**config.mk**
```make
export PLATFORM = sky130hd
export DESIGN_NAME = breakpoint_curve_interpolator_top
export DESIGN_NICKNAME = d
export VERILOG_FILES = /design/src/sv/bci_pkg.sv /design/src/sv/breakpoint_curve_interpolator_top.sv /design/src/sv/bci_div.sv
export SDC_FILE = /design/constraint.sdc
export NUM_CORES = 2
export LEC_CHECK = 0
export ABC_CLOCK_PERIOD_IN_PS = 9800
export BUFFER_PORTS_ARGS = -buffer_cell sky130_fd_sc_hd__buf_2
export CAP_MARGIN = 20
export CORE_MARGIN = 4
export CORE_UTILIZATION = 40
export DETAILED_ROUTE_END_ITERATION = 16
export PLACE_DENSITY = 0.53
export SETUP_SLACK_MARGIN = 0.15
export SYNTH_ARGS = -nofsm -noshare
export SYNTH_HDL_FRONTEND = slang
export SYNTH_SLANG_ARGS = --single-unit
```
**constraint.sdc**
```tcl
create_clock -name clk -period 9.8 [get_ports clk]
set_input_delay 0.49 -clock clk [delete_from_list [all_inputs] [get_ports clk]]
set_output_delay 0.49 -clock clk [all_outputs]
set_load 0.1 [all_outputs]
```
**src/sv/bci_pkg.sv**
```systemverilog
// Package for the breakpoint curve interpolator: constants, opcodes, status codes.
// No dependencies.
`timescale 1ns / 1ps
package bci_pkg;
    localparam int MAX_POINTS_DEF = 32;
    localparam int FRAC_BITS_DEF  = 15;
    localparam int VAL_W          = 16;

    typedef enum logic [1:0] {
        OP_SET   = 2'd0,
        OP_DEL   = 2'd1,
        OP_EVAL  = 2'd2,
        OP_CLEAR = 2'd3
    } op_t;

    typedef enum logic [1:0] {
        ST_DONE     = 2'd0,
        ST_FULL     = 2'd1,
        ST_NOTFOUND = 2'd2
    } status_t;

    localparam logic [1:0] REG_ACTIVE = 2'd0;
    localparam logic [1:0] REG_LOW    = 2'd1;
    localparam logic [1:0] REG_HIGH   = 2'd2;
endpackage

```
**src/sv/breakpoint_curve_interpolator_top.sv**
```systemverilog
// Breakpoint curve interpolator top level: point memory, sequencer, APB registers.
// Depends on bci_pkg and bci_div.
//
// channel | direction | handshake       | payload
// in      | input     | valid / ready   | opcode, position, point_level, point_wrapped
// out     | output    | out_valid/ready | curve_level, scaled_level, status, points_held
// apb     | input     | psel / penable  | curve_active, low_bound, high_bound
//
// One word at a time. Each item but a clear scans the point memory one entry a cycle;
// insert and delete then shift entries one at a time, read in S_SHRD and written back
// in S_SHWR; evaluate may add the bit-serial divide in bci_div. Reset leaves the table empty.
// A held result stalls the next item until it is taken.
`timescale 1ns / 1ps
module breakpoint_curve_interpolator_top
    import bci_pkg::*;
#(
    parameter int MAX_POINTS = MAX_POINTS_DEF,
    parameter int FRAC_BITS  = FRAC_BITS_DEF
)(
    input  logic              clk,
    input  logic              rst_n,
    input  logic              valid,
    output logic              ready,
    input  logic [1:0]        opcode,
    input  logic [15:0]       position,
    input  logic [15:0]       point_level,
    input  logic              point_wrapped,
    output logic              out_valid,
    input  logic              out_ready,
    output logic [15:0]       curve_level,
    output logic signed [15:0] scaled_level,
    output logic [1:0]        status,
    output logic [5:0]        points_held,
    input  logic              psel,
    input  logic              penable,
    input  logic              pwrite,
    input  logic [3:0]        paddr,
    input  logic [31:0]       pwdata,
    output logic [31:0]       prdata,
    output logic              pready
);
    localparam int AW = $clog2(MAX_POINTS);
    localparam int NW_CNT = $clog2(MAX_POINTS + 1);
    localparam logic [16:0] ONE_Q = 17'(1) << FRAC_BITS;
    localparam int EW = 33;

    typedef enum logic [8:0] {
        S_IDLE  = 9'b000000001,
        S_SCAN  = 9'b000000010,
        S_DEC   = 9'b000000100,
        S_SHRD  = 9'b000001000,
        S_SHWR  = 9'b000010000,
        S_EVRD  = 9'b000100000,
        S_DIV   = 9'b001000000,
        S_SCALE = 9'b010000000,
        S_OUT   = 9'b100000000
    } state_t;

    state_t state_reg, state_next;

    logic [32:0] mem [MAX_POINTS];
    logic [32:0] rd_data;
    logic        we;
    logic [AW-1:0] waddr, raddr;
    logic [32:0] wdata;

    always_ff @(posedge clk)
    begin
        if (we)
        begin
            mem[waddr] <= wdata;
        end
        rd_data <= mem[raddr];
    end

    logic              active_reg;
    logic signed [15:0] low_reg, high_reg;
    logic [NW_CNT-1:0] total_reg, total_next;

    logic [1:0]  op_reg;
    logic [15:0] pos_reg, lvl_reg;
    logic        wrap_reg;

    logic [NW_CNT-1:0] k_reg, k_next;
    logic              rv_reg, rv_next;
    logic [NW_CNT-1:0] ridx_reg, ridx_next;
    logic [32:0]       prev_reg, prev_next;
    logic              hit_reg, hit_next;
    logic [NW_CNT-1:0] sh_reg, sh_next;
    logic [16:0]       res_reg, res_next;
    logic [1:0]        st_reg, st_next;
    logic              ov_reg;
    logic              div_start;
    logic              div_done;
    logic signed [EW-1:0] div_num, div_q;
    logic [16:0]       div_den;
    logic signed [17:0] ly_reg;
    logic signed [34:0] prod;
    logic signed [35:0] sc_wide;
    logic [16:0]       p_sat, y_sat;

    assign pready = 1'b1;
    assign p_sat = ({1'b0, position} > ONE_Q) ? ONE_Q : {1'b0, position};
    assign y_sat = ({1'b0, point_level} > ONE_Q) ? ONE_Q : {1'b0, point_level};

    always_ff @(posedge clk or negedge rst_n)
    begin
        if (!rst_n)
        begin
            active_reg <= 1'b0;
            low_reg    <= '0;
            high_reg   <= 16'sd100;
        end
        else if (psel && penable && pwrite)
        begin
            case (paddr[3:2])
                REG_ACTIVE: active_reg <= pwdata[0];
                REG_LOW:    low_reg    <= pwdata[15:0];
                REG_HIGH:   high_reg   <= pwdata[15:0];
                default:    ;
            endcase
        end
    end

    always_comb
    begin
        case (paddr[3:2])
            REG_ACTIVE: prdata = {31'd0, active_reg};
            REG_LOW:    prdata = {{16{low_reg[15]}}, low_reg};
            REG_HIGH:   prdata = {{16{high_reg[15]}}, high_reg};
            default:    prdata = '0;
        endcase
    end

    assign ready = (state_reg == S_IDLE) && !ov_reg;

    logic [15:0] rx;
    assign rx = rd_data[32:17];

    always_comb
    begin
        state_next = state_reg;
        total_next = total_reg;
        k_next     = k_reg;
        rv_next    = 1'b0;
        ridx_next  = ridx_reg;
        prev_next  = prev_reg;
        hit_next   = hit_reg;
        sh_next    = sh_reg;
        res_next   = res_reg;
        st_next    = st_reg;
        we         = 1'b0;
        waddr      = k_reg[AW-1:0];
        wdata      = {pos_reg, lvl_reg, wrap_reg};
        raddr      = ridx_reg[AW-1:0];
        div_start  = 1'b0;
        div_num    = '0;
        div_den    = '0;
        case (state_reg)
            S_IDLE:
            begin
                if (valid && ready)
                begin
                    k_next    = '0;
                    ridx_next = '0;
                    hit_next  = 1'b0;
                    st_next   = ST_DONE;
                    res_next  = '0;
                    if (opcode == OP_CLEAR)
                    begin
                        total_next = '0;
                        state_next = S_OUT;
                    end
                    else if (total_reg == '0)
                    begin
                        state_next = S_DEC;
                    end
                    else
                    begin
                        raddr     = '0;
                        rv_next   = 1'b1;
                        ridx_next = NW_CNT'(1);
                        state_next = S_SCAN;
                    end
                end
            end
            S_SCAN:
            begin
                if (rv_reg)
                begin
                    if (rx < pos_reg)
                    begin
                        k_next = k_reg + 1'b1;
                        if (k_reg + 1'b1 == total_reg)
                        begin
                            state_next = S_DEC;
                        end
                        else
                        begin
                            raddr     = ridx_reg[AW-1:0];
                            rv_next   = 1'b1;
                            ridx_next = ridx_reg + 1'b1;
                        end
                    end
                    else
                    begin
                        hit_next   = (rx == pos_reg);
                        state_next = S_DEC;
                    end
                end
            end
            S_DEC:
            begin
                case (op_reg)
                    OP_SET:
                    begin
                        if (hit_reg)
                        begin
                            we = 1'b1;
                            state_next = S_OUT;
                        end
                        else if (total_reg >= NW_CNT'(MAX_POINTS))
                        begin
                            st_next = ST_FULL;
                            state_next = S_OUT;
                        end
                        else
                        begin
                            sh_next = total_reg;
                            state_next = S_SHRD;
                        end
                    end
                    OP_DEL:
                    begin
                        if (hit_reg && total_reg > NW_CNT'(2))
                        begin
                            sh_next = k_reg;
                            state_next = S_SHRD;
                        end
                        else
                        begin
                            st_next = ST_NOTFOUND;
                            state_next = S_OUT;
                        end
                    end
                    default:
                    begin
                        if (!active_reg || total_reg < NW_CNT'(2))
                        begin
                            res_next = ONE_Q;
                            state_next = S_SCALE;
                        end
                        else
                        begin
                            if (k_reg == '0)
                            begin
                                k_next = NW_CNT'(1);
                            end
                            ridx_next = '0;
                            state_next = S_EVRD;
                        end
                    end
                endcase
            end
            S_SHRD:
            begin
                if (op_reg == OP_SET)
                begin
                    if (sh_reg == k_reg)
                    begin
                        we = 1'b1;
                        total_next = total_reg + 1'b1;
                        state_next = S_OUT;
                    end
                    else
                    begin
                        raddr = AW'(sh_reg - 1'b1);
                        state_next = S_SHWR;
                    end
                end
                else
                begin
                    if (sh_reg + 1'b1 == total_reg)
                    begin
                        total_next = total_reg - 1'b1;
                        state_next = S_OUT;
                    end
                    else
                    begin
                        raddr = AW'(sh_reg + 1'b1);
                        state_next = S_SHWR;
                    end
                end
            end
            S_SHWR:
            begin
                we    = 1'b1;
                waddr = sh_reg[AW-1:0];
                wdata = rd_data;
                sh_next = (op_reg == OP_SET) ? sh_reg - 1'b1 : sh_reg + 1'b1;
                state_next = S_SHRD;
            end
            S_EVRD:
            begin
                // ridx: 0 issue prev, 1 prev back and issue cur, 2 cur back
                ridx_next = ridx_reg + 1'b1;
                if (ridx_reg == NW_CNT'(0))
                begin
                    if (k_reg == total_reg)
                    begin
                        raddr = AW'(total_reg - 1'b1);
                    end
                    else
                    begin
                        raddr = AW'(k_reg - 1'b1);
                    end
                end
                else if (ridx_reg == NW_CNT'(1))
                begin
                    raddr = k_reg[AW-1:0];
                    prev_next = rd_data;
                end
                else
                begin
                    if (k_reg == total_reg)
                    begin
                        res_next = {1'b0, prev_reg[16:1]};
                        state_next = S_SCALE;
                    end
                    else if (rd_data[32:17] == prev_reg[32:17] ||
                             rd_data[32:17] == pos_reg || rd_data[0])
                    begin
                        res_next = {1'b0, rd_data[16:1]};
                        state_next = S_SCALE;
                    end
                    else
                    begin
                        div_start = 1'b1;
                        div_num = EW'((18'sd0 + $signed({2'b0, rd_data[16:1]})
                                      - $signed({2'b0, prev_reg[16:1]}))
                                      * ($signed({2'b0, pos_reg})
                                      - $signed({2'b0, prev_reg[32:17]})));
                        div_den = {1'b0, rd_data[32:17] - prev_reg[32:17]};
                        state_next = S_DIV;
                    end
                end
            end
            S_DIV:
            begin
                if (div_done)
                begin
                    if ($signed(div_q) + $signed({1'b0, prev_reg[16:1]}) < 0)
                    begin
                        res_next = '0;
                    end
                    else if ($signed(div_q) + $signed({1'b0, prev_reg[16:1]})
                             > $signed({1'b0, ONE_Q}))
                    begin
                        res_next = ONE_Q;
                    end
                    else
                    begin
                        res_next = 17'(div_q + EW'(prev_reg[16:1]));
                    end
                    state_next = S_SCALE;
                end
            end
            S_SCALE:
            begin
                state_next = S_OUT;
            end
            S_OUT:
            begin
                state_next = S_IDLE;
            end
            default:
            begin
                state_next = S_IDLE;
            end
        endcase
        if (state_reg == S_SCAN && !rv_reg)
        begin
            state_next = S_DEC;
        end
    end

    bci_div #(.NW(EW), .DW(17)) u_div (
        .clk   (clk),
        .rst_n (rst_n),
        .start (div_start),
        .num   (div_num),
        .den   (div_den),
        .done  (div_done),
        .quo   (div_q)
    );

    assign sc_wide = 36'(prod >>> FRAC_BITS) + 36'(low_reg);

    always_ff @(posedge clk or negedge rst_n)
    begin
        if (!rst_n)
        begin
            state_reg <= S_IDLE;
            total_reg <= '0;
            ov_reg    <= 1'b0;
            rv_reg    <= 1'b0;
        end
        else
        begin
            state_reg <= state_next;
            total_reg <= total_next;
            rv_reg    <= rv_next;
            if (state_reg == S_OUT)
            begin
                ov_reg <= 1'b1;
            end
            else if (ov_reg && out_ready)
            begin
                ov_reg <= 1'b0;
            end
        end
    end

    always_ff @(posedge clk)
    begin
        k_reg    <= k_next;
        ridx_reg <= ridx_next;
        prev_reg <= prev_next;
        hit_reg  <= hit_next;
        sh_reg   <= sh_next;
        res_reg  <= res_next;
        st_reg   <= st_next;
        ly_reg   <= 18'(high_reg) - 18'(low_reg);
        if (valid && ready)
        begin
            op_reg   <= opcode;
            pos_reg  <= p_sat[15:0];
            lvl_reg  <= y_sat[15:0];
            wrap_reg <= point_wrapped;
        end
        if (state_reg == S_SCALE)
        begin
            prod <= ly_reg * $signed({1'b0, res_reg});
        end
        if (state_reg == S_OUT)
        begin
            curve_level <= (op_reg == OP_EVAL) ? res_reg[15:0] : '0;
            status      <= st_reg;
            points_held <= 6'(total_reg);
            if (op_reg != OP_EVAL)
            begin
                scaled_level <= '0;
            end
            else if (sc_wide > 36'sd32767)
            begin
                scaled_level <= 16'sh7fff;
            end
            else if (sc_wide < -36'sd32768)
            begin
                scaled_level <= 16'sh8000;
            end
            else
            begin
                scaled_level <= sc_wide[15:0];
            end
        end
    end

    assign out_valid = ov_reg;
endmodule

```
**src/sv/bci_div.sv**
```systemverilog
// Restoring divider, one quotient bit per cycle, truncates toward zero.
// Depends on bci_pkg.
`timescale 1ns / 1ps
module bci_div
    import bci_pkg::*;
#(
    parameter int NW = 33,
    parameter int DW = 17
)(
    input  logic                 clk,
    input  logic                 rst_n,
    input  logic                 start,
    input  logic signed [NW-1:0] num,
    input  logic        [DW-1:0] den,
    output logic                 done,
    output logic signed [NW-1:0] quo
);
    localparam int CW = $clog2(NW + 1);

    logic [NW-1:0] q_reg, q_next;
    logic [DW:0]   r_reg, r_next;
    logic [DW-1:0] d_reg;
    logic          neg_reg;
    logic [CW-1:0] cnt_reg, cnt_next;
    logic          busy_reg, busy_next;
    logic [DW:0]   trial;

    always_comb
    begin
        q_next    = q_reg;
        r_next    = r_reg;
        cnt_next  = cnt_reg;
        busy_next = busy_reg;
        trial     = {r_reg[DW-1:0], q_reg[NW-1]};
        if (busy_reg)
        begin
            q_next = {q_reg[NW-2:0], 1'b0};
            if (trial >= {1'b0, d_reg})
            begin
                r_next    = trial - {1'b0, d_reg};
                q_next[0] = 1'b1;
            end
            else
            begin
                r_next = trial;
            end
            cnt_next = cnt_reg - 1'b1;
            if (cnt_reg == CW'(1))
            begin
                busy_next = 1'b0;
            end
        end
    end

    always_ff @(posedge clk or negedge rst_n)
    begin
        if (!rst_n)
        begin
            busy_reg <= 1'b0;
            cnt_reg  <= '0;
            done     <= 1'b0;
        end
        else
        begin
            done <= busy_reg && (cnt_reg == CW'(1));
            if (start)
            begin
                busy_reg <= 1'b1;
                cnt_reg  <= CW'(NW);
            end
            else
            begin
                busy_reg <= busy_next;
                cnt_reg  <= cnt_next;
            end
        end
    end

    always_ff @(posedge clk)
    begin
        if (start)
        begin
            q_reg   <= num[NW-1] ? NW'(-num) : num;
            neg_reg <= num[NW-1];
            d_reg   <= den;
            r_reg   <= '0;
        end
        else
        begin
            q_reg <= q_next;
            r_reg <= r_next;
        end
    end

    assign quo = neg_reg ? -$signed(q_reg) : $signed(q_reg);
endmodule

```
==> impl_metrics.toml <==
[setup_path]
max_stage_delay_ns = 0.57
critical_path_class = "flip-flop to flip-flop"
reg2reg_depth = 33
cp_max_fo = 17
end_kind = "flip-flop"
critPathRequiredTime_ns = 10.44
cp.depth = 33
cpMaxStageDelayCell = "fa_1"
crit_arrival_ns = 9.93
crit_family = "adder cells"
r2r_slack_ns = 0.51
worstPathBufferInverterCount = 6
path_common_cell = "fa_1"
start_kind = "flip-flop"

[drt]
via_per_inst = 5.386
wl_per_cell_um = 23.01
drt-initial-drc-count = 4098
dr.pass1.iters = 5
vias = 56400
ant_nets = 0
drt_wl_total_um = 241000
drc = 0

[sta]
rsz0062_at_grt = "true"
worst_pin_slew_ns = 1.341
fmax_mhz = 107.6
finalMaxSlewViolations = 0
period_share_pct = 94.80
setup-tns-final_ns = 0
hold_violations = 0
skew_ns = 0.04826
timing.final.ws_setup_ns = 0.5100
setup_viol = 0
relSlewSlack_pct = 8.049
finalWorstPathRequiredPeriod_ns = 9.290

[clock_network]
cts_tree = "yes"
clock_latency_ns = 0.81
cts_sinks = 1396
cts_max_level = 4
root_buffer = "clkbuf_16"
clkTransAtPathRegs_ns = 0.06
clockBufferDepth = 3
cts_made_buffers = 156

[die]
die_h_um = 466.3
rows = 167
coreArea_sq_um = 207900
die_w_um = 466.3
start_util_pct = 40.41
ios = 153
dieArea_sq_um = 217400

[logic_synthesis]
synth_top_family_by_area = "adder cells"
synth_cell_types = 97
synthArstFlopShare_pct = 4.155
syn_area_sq_um = 84010
synthXorXnorAreaFrac_pct = 2.489
yosysWarningCount = 0
synth-adder-area-share_pct = 17.63
synth_mux_area_share_pct = 5.062
yosysSeqAreaShare_pct = 48.76
ys_ff_latch = 1396
synth_compound_area_share_pct = 7.871
synth_edf_count = 1271
ys.flop_type = "edfxtp_1"
syn_avg_cell_area_sq_um = 11.45
synthCells = 7336
synth_nets = 8286
yosys.area_share.simple_pct = 13.23

[final_layout]
syn2layout_area_growth_pct = 12.56
fin_nets = 8502
largest_reg_flops = 1056
mostFrequentLayoutCells = "edfxtp_1, nand2_1, inv_1"
drive_above_1_share_pct = 11.94
mostFrequentLayoutCell = "edfxtp_1"
postLayoutCoreUtil_pct = 45.48

[placement]
place.gp.congestion = 0.8937
post-place-ws_ns = 0.1909
portBuffers = 133
hpwl_um = 158600

[grt]
grt_pass1_vias = 56970
grt_usage_pct = 21.94
overflow = 0
grt_pass1_wl_um = 361300
grt_max_degree = 169
grt_antenna_before_repair = 3

[min_path]
min_path_cells = 2
min_path_type = "primary input to flip-flop"

[run]
drv_cap = 0

[outcome]
status = "completed"
==> cells in the mapped netlist (16+ instances only) <==
library cell	count	area, sq um
nand2b_1	66	412.9
clkbuf_1	265	994.7
a211oi_1	33	247.7
nor2b_1	78	488.0
or2_2	22	137.6
fa_1	520	10410
nand2_1	1018	3821
nor2_1	390	1464
and3_1	31	193.9
a21o_1	53	397.9
edfxtp_1	1271	38170
o2111ai_1	42	367.9
xor2_1	92	805.8
dfxtp_1	67	1341
nand4_1	35	219.0
nor3_1	91	455.4
buf_4	18	135.1
dfrtp_1	54	1351
o21a_1	36	270.3
ha_1	352	4404
nor4_1	23	143.9
a22oi_1	16	120.1
a31oi_1	32	200.2
a21boi_0	17	127.6
mux2_2	183	2061
or3_1	29	181.4
inv_1	721	2706
o31ai_1	21	157.7
mux2i_1	219	2192
o22ai_1	77	481.7
o211ai_1	18	135.1
o211a_1	34	340.3
xnor2_1	143	1252
nand3_1	373	1867
a21oi_1	114	570.6
buf_2	53	265.3
and2_1	160	1001
o21ai_0	261	1306
a22o_1	80	700.7
==> final timing paths <==
| kind | start | to |
|---|---|---|
| setup / recovery | pos_reg[0] | u_div.q_reg[11] |
| min in group asynchronous | rst_n | low_reg[2] |
| max in group asynchronous | rst_n | state_reg[4] |
| hold reg to reg | st_reg[0] | status[0] |
| setup reg to reg | pos_reg[0] | u_div.q_reg[11] |
| hold / removal | position[5] | pos_reg[5] |
==> per-stage QoR <==
step,instance area (sq um),std cells,hold WS (ns)
6_report,94560,10470,0.06096
3_5_place_dp,88980,10140,0.4144
3_3_place_gp,88940,10130,0.4143
2_1_floorplan,84010,7336,0.1944
5_1_grt,94550,10470,0.01363
4_1_cts,94400,10460,0.001504
==> logic make-up (layout without fill, tap and decap cells) <==
kind of cell | after synthesis | count (layout)
simple gates | 2391 | 2391
flops | 1396 | 1396
buf+inv | 1071 | 1412
compound gates | 965 | 965
fa+ha+maj | 872 | 872
mux | 402 | 402
xor+xnor | 237 | 238
other cells | 2 | 6
==> per-layer routing <==
metal / up-vias / part of all wire [%] / GRT usage [%]
li1: 26010 / - / -
met1: 28640 / 43 / 29.22
met2: 1431 / 49 / 37.56
met3: 319 / 4.7 / 2.632
met4: 0 / 3.0 / 6.669
met5: - / 0 / 0
==> worst reg2reg max path: cells and delay by family, from the launching register on <==
kind | cells | cell delay [ns]
DFF | 1 | 0.41
AOI/OAI and AO/OA | 9 | 1.95
and+or+nand+nor | 6 | 1.21
xor gates and xnor gates | 3 | 0.79
adders and majority gates | 9 | 3.70
buffers and inverters | 6 | 1.08
==> what timing repair did <==
action	in CTS	in global routing
resized for setup	0	23
setup buffers	0	1
setup endpoints to repair	0	33
hold buffers	43	0
endpoints found under the hold margin	114	0
==> layout make-up <==
type / count / area [sq um]
Clock inverter: 69 / 713.2
Inverter: 723 / 2714
Clock buffer: 215 / 4277
Timing Repair Buffer: 405 / 2923
Sequential cell: 1396 / 40960
Multi-Input combinational cell: 4870 / 39470
Tap cell: 2788 / 3488
Antenna cell: 4 / 10.01
Fill cell: 19090 / 113300
Power is left out: the tool's default activity adds up to more than one toggle a clock period on the data nets, which glitch-free logic cannot reach.
